<file path="src/hw/rtl/bloom_filter_double_hash_assert.svh">
// assertion macros for the bloom filter block
`ifndef BLOOM_FILTER_DOUBLE_HASH_ASSERT_SVH
`define BLOOM_FILTER_DOUBLE_HASH_ASSERT_SVH

`ifndef NO_ASSERTIONS

`define BFDH_ASSERT(lbl, prop, msg) \
    lbl: assert property (@(posedge clk) disable iff (!rst_n) prop) else $error(msg);

`define BFDH_ASSERT_NEXT(lbl, ante, cons, msg) \
    lbl: assert property (@(posedge clk) disable iff (!rst_n) (ante) |=> (cons)) \
        else $error(msg);

`else

`define BFDH_ASSERT(lbl, prop, msg)

`define BFDH_ASSERT_NEXT(lbl, ante, cons, msg)

`endif

`endif

</file>
<file path="src/hw/rtl/bfdh_pkg.sv">
// shared types and constants of the bloom filter block
package bfdh_pkg;

    localparam int HASH_W         = 32;
    localparam int MAX_BITS_DEF   = 1024;
    localparam int MAX_HASHES_DEF = 16;
    localparam int NUM_BITS_W     = 11;
    localparam int NUM_HASHES_W   = 5;
    localparam int CFG_IDX_W      = 2;
    localparam int CFG_DATA_W     = 11;

    localparam logic [HASH_W-1:0] DJB_INIT  = 32'd5381;
    localparam logic [HASH_W-1:0] SDBM_INIT = 32'd0;

    localparam logic [NUM_BITS_W-1:0]   NUM_BITS_RST   = 11'd958;
    localparam logic [NUM_HASHES_W-1:0] NUM_HASHES_RST = 5'd6;

    localparam logic [CFG_IDX_W-1:0] CFG_NUM_BITS   = 2'd0;
    localparam logic [CFG_IDX_W-1:0] CFG_NUM_HASHES = 2'd1;

    localparam logic FUNC_ADD   = 1'b0;
    localparam logic FUNC_QUERY = 1'b1;

    typedef enum logic [2:0] {
        ST_CLEAR,
        ST_IDLE,
        ST_DIVIDE,
        ST_PROBE,
        ST_DRAIN,
        ST_FINISH
    } state_t;

    typedef struct packed {
        logic wr_en;
        logic rd_en;
        logic wr_data;
    } store_ctrl_t;

endpackage

</file>
<file path="src/hw/rtl/bloom_filter_double_hash.sv">
// top level of the bloom filter with djb2 and sdbm double hashing
// usage:
// key bytes enter on the input channel, one per transaction, with func (0 add,
// 1 query), has_char and last. the item marked last ends the key: both hashes
// are reduced modulo num_bits (saturated to 1..MAX_BITS) by a bit-serial
// divider, then num_hashes probes (at most MAX_HASHES) go to the bit memory
// one per cycle, followed by the drain and finish states (finish alone when
// num_hashes is 0); a query result is loaded into the output register in the
// finish state.
// an add sets the probed bits and gives no result; a query gives one present
// transaction on the output channel. in_stall is high while a key end is at
// work. the output register holds a waiting result while bytes of the next
// key are taken; a query end waits only if the previous result is still
// stalled. after reset a clearing pass writes zeros to all MAX_BITS entries,
// one per cycle, with in_stall high; configuration writes are taken always
// (cfg_ready is tied high) and are used at the next key end.
`include "bloom_filter_double_hash_assert.svh"
module bloom_filter_double_hash
    import bfdh_pkg::*;
#(
    parameter int MAX_BITS   = MAX_BITS_DEF,
    parameter int MAX_HASHES = MAX_HASHES_DEF
)
(
    input  logic                  clk,
    input  logic                  rst_n,
    input  logic                  in_valid,
    output logic                  in_stall,
    input  logic                  func,
    input  logic [7:0]            char_code,
    input  logic                  has_char,
    input  logic                  last,
    output logic                  out_valid,
    input  logic                  out_stall,
    output logic                  present,
    input  logic                  cfg_valid,
    output logic                  cfg_ready,
    input  logic [CFG_IDX_W-1:0]  cfg_index,
    input  logic [CFG_DATA_W-1:0] cfg_data
);

    localparam int NW = $clog2(MAX_BITS + 1);
    localparam int IW = $clog2(MAX_BITS);
    localparam int KW = $clog2(MAX_HASHES + 1);

    state_t state_reg;
    state_t state_next;

    logic [NUM_BITS_W-1:0]   num_bits_reg;
    logic [NUM_HASHES_W-1:0] num_hashes_reg;
    logic                    func_reg;
    logic [NW-1:0]           n_reg;
    logic [KW-1:0]           k_reg;
    logic [NW-1:0]           addr_reg;
    logic [NW-1:0]           addr_next;
    logic [NW-1:0]           step_reg;
    logic [KW-1:0]           probe_cnt_reg;
    logic [IW-1:0]           clr_cnt_reg;
    logic                    all_set_reg;
    logic                    rd_valid_reg;
    logic                    out_valid_reg;
    logic                    out_valid_next;
    logic                    present_reg;

    logic [NW-1:0]     n_eff;
    logic [KW-1:0]     k_eff;
    logic              in_accept;
    logic              key_end;
    logic [HASH_W-1:0] djb_val;
    logic [HASH_W-1:0] sdbm_val;
    logic [NW-1:0]     rem_a;
    logic [NW-1:0]     rem_b;
    logic              div_done;
    store_ctrl_t       store_ctrl;
    logic [IW-1:0]     store_addr;
    logic              rd_data;
    logic [NW:0]       addr_sum;
    logic [NW:0]       addr_wrap;
    logic              out_load;

    assign in_accept = in_valid && !in_stall;
    assign key_end   = in_accept && last;
    assign cfg_ready = 1'b1;
    assign out_valid = out_valid_reg;
    assign present   = present_reg;

    // saturated register values
    always_comb
    begin
        if (num_bits_reg == '0)
        begin
            n_eff = NW'(1);
        end
        else if (32'(num_bits_reg) > MAX_BITS)
        begin
            n_eff = NW'(MAX_BITS);
        end
        else
        begin
            n_eff = NW'(num_bits_reg);
        end
        if (32'(num_hashes_reg) > MAX_HASHES)
        begin
            k_eff = KW'(MAX_HASHES);
        end
        else
        begin
            k_eff = KW'(num_hashes_reg);
        end
    end

    bfdh_hash u_hash
    (
        .clk       (clk),
        .rst_n     (rst_n),
        .upd       (in_accept && has_char),
        .clr       (key_end),
        .char_code (char_code),
        .djb_val   (djb_val),
        .sdbm_val  (sdbm_val)
    );

    bfdh_divider #(.NW(NW)) u_divider
    (
        .clk        (clk),
        .rst_n      (rst_n),
        .start      (key_end),
        .dividend_a (djb_val),
        .dividend_b (sdbm_val),
        .divisor    (n_reg),
        .rem_a      (rem_a),
        .rem_b      (rem_b),
        .done       (div_done)
    );

    bfdh_store #(.MAX_BITS(MAX_BITS)) u_store
    (
        .clk     (clk),
        .ctrl    (store_ctrl),
        .addr    (store_addr),
        .rd_data (rd_data)
    );

    // next probe index, one compare and subtract
    assign addr_sum  = {1'b0, addr_reg} + {1'b0, step_reg};
    assign addr_wrap = addr_sum - {1'b0, n_reg};
    assign addr_next = (addr_sum >= {1'b0, n_reg}) ? addr_wrap[NW-1:0] : addr_sum[NW-1:0];

    assign out_load = (state_reg == ST_FINISH) && (func_reg == FUNC_QUERY)
                      && (!out_valid_reg || !out_stall);

    always_comb
    begin
        out_valid_next = out_valid_reg && out_stall;
        if (out_load)
        begin
            out_valid_next = 1'b1;
        end
    end

    always_comb
    begin
        state_next = state_reg;
        case (state_reg)
            ST_CLEAR:
            begin
                if (clr_cnt_reg == IW'(MAX_BITS - 1))
                begin
                    state_next = ST_IDLE;
                end
            end
            ST_IDLE:
            begin
                if (key_end)
                begin
                    state_next = ST_DIVIDE;
                end
            end
            ST_DIVIDE:
            begin
                if (div_done)
                begin
                    state_next = (k_reg == '0) ? ST_FINISH : ST_PROBE;
                end
            end
            ST_PROBE:
            begin
                if (probe_cnt_reg == k_reg - KW'(1))
                begin
                    state_next = ST_DRAIN;
                end
            end
            ST_DRAIN:
            begin
                state_next = ST_FINISH;
            end
            ST_FINISH:
            begin
                if (func_reg == FUNC_ADD || !out_valid_reg || !out_stall)
                begin
                    state_next = ST_IDLE;
                end
            end
            default:
            begin
                state_next = ST_CLEAR;
            end
        endcase
    end

    always_comb
    begin
        in_stall           = 1'b1;
        store_ctrl.wr_en   = 1'b0;
        store_ctrl.rd_en   = 1'b0;
        store_ctrl.wr_data = 1'b1;
        store_addr         = addr_reg[IW-1:0];
        case (state_reg)
            ST_CLEAR:
            begin
                store_ctrl.wr_en   = 1'b1;
                store_ctrl.wr_data = 1'b0;
                store_addr         = clr_cnt_reg;
            end
            ST_IDLE:
            begin
                in_stall = 1'b0;
            end
            ST_PROBE:
            begin
                store_ctrl.wr_en = (func_reg == FUNC_ADD);
                store_ctrl.rd_en = (func_reg == FUNC_QUERY);
            end
            default:
            begin
                in_stall = 1'b1;
            end
        endcase
    end

    always_ff @(posedge clk or negedge rst_n)
    begin
        if (!rst_n)
        begin
            state_reg      <= ST_CLEAR;
            num_bits_reg   <= NUM_BITS_RST;
            num_hashes_reg <= NUM_HASHES_RST;
            clr_cnt_reg    <= '0;
            rd_valid_reg   <= 1'b0;
            out_valid_reg  <= 1'b0;
        end
        else
        begin
            state_reg     <= state_next;
            rd_valid_reg  <= store_ctrl.rd_en;
            out_valid_reg <= out_valid_next;
            if (state_reg == ST_CLEAR)
            begin
                clr_cnt_reg <= clr_cnt_reg + IW'(1);
            end
            if (cfg_valid && cfg_ready)
            begin
                case (cfg_index)
                    CFG_NUM_BITS:   num_bits_reg   <= cfg_data[NUM_BITS_W-1:0];
                    CFG_NUM_HASHES: num_hashes_reg <= cfg_data[NUM_HASHES_W-1:0];
                    default:        num_bits_reg   <= num_bits_reg;
                endcase
            end
        end
    end

    always_ff @(posedge clk)
    begin
        if (key_end)
        begin
            func_reg <= func;
            n_reg    <= n_eff;
            k_reg    <= k_eff;
        end
        if (div_done)
        begin
            addr_reg      <= rem_a;
            step_reg      <= rem_b;
            probe_cnt_reg <= '0;
            all_set_reg   <= 1'b1;
        end
        else
        begin
            if (state_reg == ST_PROBE)
            begin
                addr_reg      <= addr_next;
                probe_cnt_reg <= probe_cnt_reg + KW'(1);
            end
            if (rd_valid_reg && !rd_data)
            begin
                all_set_reg <= 1'b0;
            end
        end
        if (out_load)
        begin
            present_reg <= all_set_reg;
        end
    end

    `BFDH_ASSERT(a_result_from_finish, $rose(out_valid_reg) |-> $past(state_reg == ST_FINISH), "result loaded outside finish")
    `BFDH_ASSERT(a_probe_in_range, (state_reg == ST_PROBE) |-> (addr_reg < n_reg), "probe index not below filter size")
    `BFDH_ASSERT_NEXT(a_key_end_stalls, in_valid && !in_stall && last, in_stall, "input taken during key end")
    `BFDH_ASSERT(a_query_no_write, (state_reg == ST_PROBE && func_reg == FUNC_QUERY) |-> !store_ctrl.wr_en, "memory written during query")
    `BFDH_ASSERT(a_div_done_in_divide, div_done |-> (state_reg == ST_DIVIDE), "divider finished outside divide")

endmodule

</file>
<file path="src/hw/rtl/bfdh_hash.sv">
// running djb2 and sdbm hashes over the key bytes
module bfdh_hash
    import bfdh_pkg::*;
(
    input  logic              clk,
    input  logic              rst_n,
    input  logic              upd,
    input  logic              clr,
    input  logic [7:0]        char_code,
    output logic [HASH_W-1:0] djb_val,
    output logic [HASH_W-1:0] sdbm_val
);

    logic [HASH_W-1:0] djb_reg;
    logic [HASH_W-1:0] sdbm_reg;
    logic [HASH_W-1:0] djb_next;
    logic [HASH_W-1:0] sdbm_next;
    logic [HASH_W-1:0] c_ext;
    logic [HASH_W-1:0] djb_step;
    logic [HASH_W-1:0] sdbm_step;

    assign c_ext     = {{(HASH_W-8){char_code[7]}}, char_code};
    assign djb_step  = (djb_reg << 5) + djb_reg + c_ext;
    assign sdbm_step = c_ext + (sdbm_reg << 6) + (sdbm_reg << 16) - sdbm_reg;

    // value including the byte of the current transaction
    assign djb_val  = upd ? djb_step : djb_reg;
    assign sdbm_val = upd ? sdbm_step : sdbm_reg;

    always_comb
    begin
        djb_next  = djb_reg;
        sdbm_next = sdbm_reg;
        if (clr)
        begin
            djb_next  = DJB_INIT;
            sdbm_next = SDBM_INIT;
        end
        else if (upd)
        begin
            djb_next  = djb_step;
            sdbm_next = sdbm_step;
        end
    end

    always_ff @(posedge clk or negedge rst_n)
    begin
        if (!rst_n)
        begin
            djb_reg  <= DJB_INIT;
            sdbm_reg <= SDBM_INIT;
        end
        else
        begin
            djb_reg  <= djb_next;
            sdbm_reg <= sdbm_next;
        end
    end

endmodule

</file>
<file path="src/hw/rtl/bfdh_divider.sv">
// bit-serial remainder of both hashes by the filter size
module bfdh_divider
    import bfdh_pkg::*;
#(
    parameter int NW = 11
)
(
    input  logic              clk,
    input  logic              rst_n,
    input  logic              start,
    input  logic [HASH_W-1:0] dividend_a,
    input  logic [HASH_W-1:0] dividend_b,
    input  logic [NW-1:0]     divisor,
    output logic [NW-1:0]     rem_a,
    output logic [NW-1:0]     rem_b,
    output logic              done
);

    localparam int CW = $clog2(HASH_W);

    logic              busy_reg;
    logic              done_reg;
    logic [CW-1:0]     cnt_reg;
    logic [HASH_W-1:0] qa_reg;
    logic [HASH_W-1:0] qb_reg;
    logic [NW-1:0]     ra_reg;
    logic [NW-1:0]     rb_reg;
    logic [NW-1:0]     ra_next;
    logic [NW-1:0]     rb_next;
    logic [NW:0]       ta;
    logic [NW:0]       tb;
    logic [NW:0]       da;
    logic [NW:0]       db;
    logic [NW:0]       dv;

    assign dv = {1'b0, divisor};
    assign ta = {ra_reg, qa_reg[HASH_W-1]};
    assign tb = {rb_reg, qb_reg[HASH_W-1]};
    assign da = ta - dv;
    assign db = tb - dv;
    assign ra_next = (ta >= dv) ? da[NW-1:0] : ta[NW-1:0];
    assign rb_next = (tb >= dv) ? db[NW-1:0] : tb[NW-1:0];

    assign rem_a = ra_reg;
    assign rem_b = rb_reg;
    assign done  = done_reg;

    always_ff @(posedge clk or negedge rst_n)
    begin
        if (!rst_n)
        begin
            busy_reg <= 1'b0;
            done_reg <= 1'b0;
            cnt_reg  <= '0;
        end
        else if (start)
        begin
            busy_reg <= 1'b1;
            done_reg <= 1'b0;
            cnt_reg  <= '0;
        end
        else if (busy_reg)
        begin
            cnt_reg <= cnt_reg + CW'(1);
            if (cnt_reg == CW'(HASH_W - 1))
            begin
                busy_reg <= 1'b0;
                done_reg <= 1'b1;
            end
        end
        else
        begin
            done_reg <= 1'b0;
        end
    end

    always_ff @(posedge clk)
    begin
        if (start)
        begin
            qa_reg <= dividend_a;
            qb_reg <= dividend_b;
            ra_reg <= '0;
            rb_reg <= '0;
        end
        else if (busy_reg)
        begin
            qa_reg <= qa_reg << 1;
            qb_reg <= qb_reg << 1;
            ra_reg <= ra_next;
            rb_reg <= rb_next;
        end
    end

endmodule

</file>
<file path="src/hw/rtl/bfdh_store.sv">
// filter bit memory, one write or read port, registered read
module bfdh_store
    import bfdh_pkg::*;
#(
    parameter int MAX_BITS = MAX_BITS_DEF
)
(
    input  logic                        clk,
    input  store_ctrl_t                 ctrl,
    input  logic [$clog2(MAX_BITS)-1:0] addr,
    output logic                        rd_data
);

    logic mem [MAX_BITS];

    always_ff @(posedge clk)
    begin
        if (ctrl.wr_en)
        begin
            mem[addr] <= ctrl.wr_data;
        end
        if (ctrl.rd_en)
        begin
            rd_data <= mem[addr];
        end
    end

endmodule
</file>
<file path="config.mk">
export PLATFORM = sky130hd
export DESIGN_NAME = bloom_filter_double_hash
export DESIGN_NICKNAME = d
export VERILOG_FILES = /design/src/hw/rtl/bfdh_pkg.sv /design/src/hw/rtl/bloom_filter_double_hash.sv /design/src/hw/rtl/bfdh_hash.sv /design/src/hw/rtl/bfdh_divider.sv /design/src/hw/rtl/bfdh_store.sv
export VERILOG_INCLUDE_DIRS = /design/src /design/src/hw/rtl
export SDC_FILE = /design/constraint.sdc
export NUM_CORES = 2
export LEC_CHECK = 0
export ABC_CLOCK_PERIOD_IN_PS = 26000
export BUFFER_PORTS_ARGS = -buffer_cell sky130_fd_sc_hd__clkbuf_2
export CELL_PAD_IN_SITES_DETAIL_PLACEMENT = 1
export CELL_PAD_IN_SITES_GLOBAL_PLACEMENT = 2
export CORE_ASPECT_RATIO = 1.4
export CORE_UTILIZATION = 45
export CTS_CLUSTER_DIAMETER = 50
export DETAILED_ROUTE_END_ITERATION = 10
export PLACE_DENSITY = 0.91
export SLEW_MARGIN = 40
export SYNTH_ARGS = -nofsm -noshare
export SYNTH_HDL_FRONTEND = slang
export SYNTH_HIERARCHICAL = 1
export SYNTH_SLANG_ARGS = --single-unit
</file>
<file path="constraint.sdc">
create_clock -name clk -period 26 [get_ports clk]
set_clock_uncertainty 0.05 [all_clocks]
set_input_delay 2.6 -clock clk [delete_from_list [all_inputs] [get_ports clk]]
set_output_delay 2.6 -clock clk [all_outputs]
set_load 0.01 [all_outputs]
</file>
Yosys cells after proc, flatten, opt, wreduce, memory -nomap -nowiden
Memory sizes are Yosys's and may differ from the RTL's. A register that Yosys moved wholly into a read port is not among the register bits.
Index checks and enable logic that the tools add are counted.
Storage, ports and cells
  memories kept: 1
  word-level logic and storage cells: 119
  RAM bits: 1024
  bits in registers: 234
  output and inout port bits: 4
  input port bits: 29
Operators by class
  eq/ne operators: 15
  reduce and logical (&&, ||, !) cells: 23
  bitwise operators: 1
  muxes and demuxes: 37
  $lt $le $gt $ge: 5
  $add $sub $neg: 13
Memories
  u_store.mem: words 1024, bits a word 1, read ports 1, clocked after Yosys merged registers in 1, wr ports 1, line bfdh_store.sv:14  | logic mem [MAX_BITS];
Operator list (number)
  2-to-1 mux 32 bit: 8
  adder 32 bit: 4
  2-to-1 mux 11 bit: 6
  >= comparator 12 x 11 -> 1 bit: 3
  subtractor 11 bit: 3
  subtractor 32 bit: 1
  2-to-1 mux 3 bit: 6
  case mux 3 bit (6 select lines): 1
  adder 11 x 11 -> 12 bit: 1
  2-to-1 mux 1 bit: 12
  > comparator 11 bit, second input constant: 1
  zero test 11 bit: 1
  adder 10 x 1 -> 10 bit, second input constant: 1
  adder 5 x 1 -> 5 bit, second input constant: 2
  == test 10 bit, second input constant: 1
  2-to-1 mux 10 bit: 1
  2-to-1 mux 5 bit: 2
  logical AND 1 bit: 7
  == test 3 x 2 -> 1 bit, second input constant: 2
  == test 3 bit, second input constant: 2
  inequality test 2 bit, second input constant: 3
  == test 5 bit: 1
  == test 5 bit, second input constant: 1
  > comparator 5 bit, second input constant: 1
  16 further kinds: 23

Depth between registers and ports, before layout
  depth in word-level cells: 5
  gate-level depth with buffers: 18
  mapped depth without buffers: 15

Hierarchy
Netlist, hierarchy kept.
Modules (own cells, without submodules)
  bfdh_store: cells an instance 3369, times used 1, area each 44347.5 um^2, seq. area each 30779.5 um^2
  bfdh_hash: cells an instance 1024, times used 1, area each 8692.1 um^2, seq. area each 1607.8 um^2
  bfdh_divider: cells an instance 431, times used 1, area each 5048.6 um^2, seq. area each 2537.4 um^2
  bloom_filter_double_hash: cells an instance 429, times used 1, area each 4455.5 um^2, seq. area each 2109.5 um^2

Worst setup path before layout
No wires, ideal clock.
  kind: register to register
  start: register state_reg[2]
  end: memory u_store.mem[498] (enable)
  arrival time: 20.736 ns
  required time: 25.696 ns
  path buffers: 4
  library setup time: 0.254 ns
  slack: 4.960 ns
  stages on the path, launching flop included: 11
  cell sequence: dfrtp_1 clkbuf_1 nor3_1 inv_1 clkbuf_1 o21ai_0 and3b_1 buf_2 nand2_1 clkbuf_1 nor2_1
RTL lines
  start, declared: line bloom_filter_double_hash.sv:46  | state_t state_reg;
  start signal, assigned: line bloom_filter_double_hash.sv:254  | state_reg <= state_next;
  end, declared: line bfdh_store.sv:14

Worst setup path in the final report
  start: register state_reg[1]
  end: register u_store.rd_data (read register of u_store.mem), data pin
Between the ends
  longest elaborated chain between the ends: 2
  elaborated cells between the ends (all ways): 4
Ends and longest elaborated chain
  zero test 3 bit: line bloom_filter_double_hash.sv:218  | case (state_reg)
  2-to-1 mux 10 bit: line bloom_filter_double_hash.sv:218
  net store_addr[1]: line bloom_filter_double_hash.sv:75  | logic [IW-1:0] store_addr;
  end, declared: line bfdh_store.sv:11  | output logic rd_data
The timed path passes the listed nets, and every way through them passes these cells.
A chain may end at the register's enable or synchronous reset.

==> run summary <==
status = finished, final reports clean
Hold Buf Count CTS = 0
Final Critical Period = 7.15 ns
CP Capture Type = flop
Synth top area share = 54.2%
die width = 317 µm
# nets final = 5,349
Post-Synthesis Net Count = 5,488
drt total wl = 194 mm
global-route wire length before repair = 286 mm
flip-flop and latch count after synthesis = 1,259
share of flip-flops with an asynchronous set or reset = 8.10%
Die ar. = 141,000 µm²
vias in the first global route = 45,200
initial antenna violation count = 2
GR Layer Usage met1 = 31.6%
slowest CP cell = buf_4
Post-DP HPWL = 116 mm
# H-tree levels = 4
most frequent cells in the layout = 1,195 x nor2_1, 1,129 x edfxtp_1, 488 x mux2i_1
part of the cycle the worst path needs = 27.5%
DR DRC count = 0
hold path startpoint = all_set_reg
# Max-Cap Violations = 0
largest area contributor in the netlist = edfxtp_1
FMAX = 140 MHz
DRT iter0 DRCs = 4,125
die height = 443 µm
Worst Setup Path Type = reg2reg
reg2reg start = state_reg[1]
Resized Gates After CTS = 0
WP data required = 26.46 ns
GP Congestion = 0.849
cell mode on critical path = buf_4
RSZ-0062 raised after global routing = false
PortBufs = 31
wire per inst = 27.7 µm
I/O pins = 33
final-report hold violation count = 0
final instance area = 68,600 µm²
worst min-delay path endpoint = present
Starting Density = 45.4%
clock sinks = 1,259
Largest Register = u_store/mem
setup total negative slack = 0 ns
crit-path max cell delay = 0.77 ns
post-synthesis cell type count = 105
reg2reg end = u_store/rd_data
Syn Std Cell Area = 62,500 µm²
PD cells = 142 nW/µm²
largest cells by area after synthesis = edfxtp_1 54%, mux2i_1 7.8%, nor2_1 7.2%
GRT Residual Overflow = 0
drt pass-1 iters = 5
Post-Syn Instances = 5,253
Final Power = 9770 µW
share of layout cells above drive strength 1 = 11.8%
sequential element share of the synthesized area = 59.2%
Synthesis Warnings = 6
Core Footprint = 138,000 µm²
final worst slack = 18.85 ns
Slew Limit Fails = 0
worst slack at placement = 18.50 ns
Worst VDD drop = 0.000105 V
cell row count = 161
Worst-path clk slew = 0.07 ns
Tot GR Track Use = 27.5%
Worst R2R Path Depth = 17
met2 Track Usage GR = 48.6%
Data arrival, critical path = 7.62 ns
Largest register FFs = 1,024
critical-path cell list = nor3_2 -> buf_4 -> clkinv_8 -> nand2_1 -> nand2_8 -> buf_12 -> buf_4 -> buf_6 -> buf_4 -> mux2i_1 -> o22ai_1 -> nor4_1 -> nand3_1 -> o2111ai_1 -> o211ai_1 -> a211oi_1 -> nand3_1
number of vias in the routed layout = 42,900
Post-synth EDFFs = 1,129
FF-to-FF setup slack = 18.85 ns
largest net degree at the start of global routing = 253
Mean Syn Cell Area = 11.9 µm²
final setup fails = 0
drt via density = 6.12
worst-skew pair later-pin latency = 0.78 ns
Final ANT Viol Nets = 0
Synth Flop Type = edfxtp_1
Lkg Pwr = 0.0235 µW
relative slew slack = 35.2%
Syn-to-layout area delta = 9.61%
CP Launch Type = flop
Clock Tree Buf Depth = 3
CTS Root Buffer Type = clkbuf_16
CTS Buf Count = 132
placed instance area = 64,200 µm²
Post-CTS Repair Setup Buffers = 0
CTS tree = done
worst hold path class = reg2reg
worst-margin pin slew = 0.972 ns
Hold Path Cell Cnt = 0
most common cell after layout, fill and taps aside = nor2_1
global routing's busiest layer = met2
crit path max fanout = 189
met3 Use GR = 4.22%
## kinds of logic after synthesis
logic type               synth area share (%)
adder cells (fa/ha/maj)                  4.99
other                                 0.00600
AND/OR/NAND/NOR                          12.9
buffers and inverters                    3.82
AO/OA/AOI/OAI                            7.08
XOR/XNOR                                 1.13
flip-flops                               59.2
multiplexers                             10.9
## area by class of cell
type                            count  area (µm²)
Antenna cell                        1        2.50
Clock buffer                      167        3610
Clock inverter                     68         631
Fill cell                       14200       69200
Inverter                          160         614
Multi-Input combinational cell   3441       23500
Sequential cell                  1259       37000
Tap cell                         1793        2240
Timing Repair Buffer              120         946
## worst max-delay path: cells and delay by family, from the launching register on
kind                   cells  cell delay (ns)
buffers and inverters      6             3.48
and+or+nand+nor            6             1.49
AOI/OAI and AO/OA          4             0.75
DFF                        1             0.52
muxes                      1             0.28
## cells in the mapped netlist, drive strengths merged (28+ instances only)
library cell,n
mux2,105
nand3,44
dfrtp,87
o211ai,31
clkbuf,228
nor2,1201
xnor2,51
o21ai,102
a21oi,117
mux2i,488
a21o,30
inv,159
ha,134
nor4,49
dfxtp,28
and3,31
edfxtp,1129
fa,72
xor2,30
nor3,54
mux4,32
nor2b,57
o22ai,205
buf,165
nand2,273
## power by group
part	internal (µW)	switching, µW
Combinational	1720	3290
Clock	1060	825
Sequential	2720	142
Total	5510	4260
## routing by layer
layer,up-vias,part of all wire [%]
met2,1668,51
met5,-,0
met1,22100,36
li1,18600,-
met4,0,5.9
met3,540,6.9
## worst max-delay path by stage
stage | from | end | slack, ns | cells past startpoint
after floorplan | state_reg[2] | u_store/mem[498] | 4.96 | 10
after global placement | state_reg[1] | u_store/rd_data | 18.56 | 17
after detailed placement | state_reg[1] | u_store/rd_data | 18.50 | 17
after CTS | state_reg[1] | u_store/rd_data | 18.52 | 17
after global routing | state_reg[1] | u_store/rd_data | 18.50 | 17
final | state_reg[1] | u_store/rd_data | 18.85 | 17
## per-stage QoR
step           util (%)  hold WS, ns  cells
2_1_floorplan         -        0.352   5253
3_3_place_gp       46.5        0.357   6769
3_5_place_dp       46.6        0.381   6771
4_1_cts            49.7        0.396   7006
5_1_grt            49.8        0.406   7009
6_report           49.8        0.390   7009
Note: power is estimated with default switching activity, not from simulation.
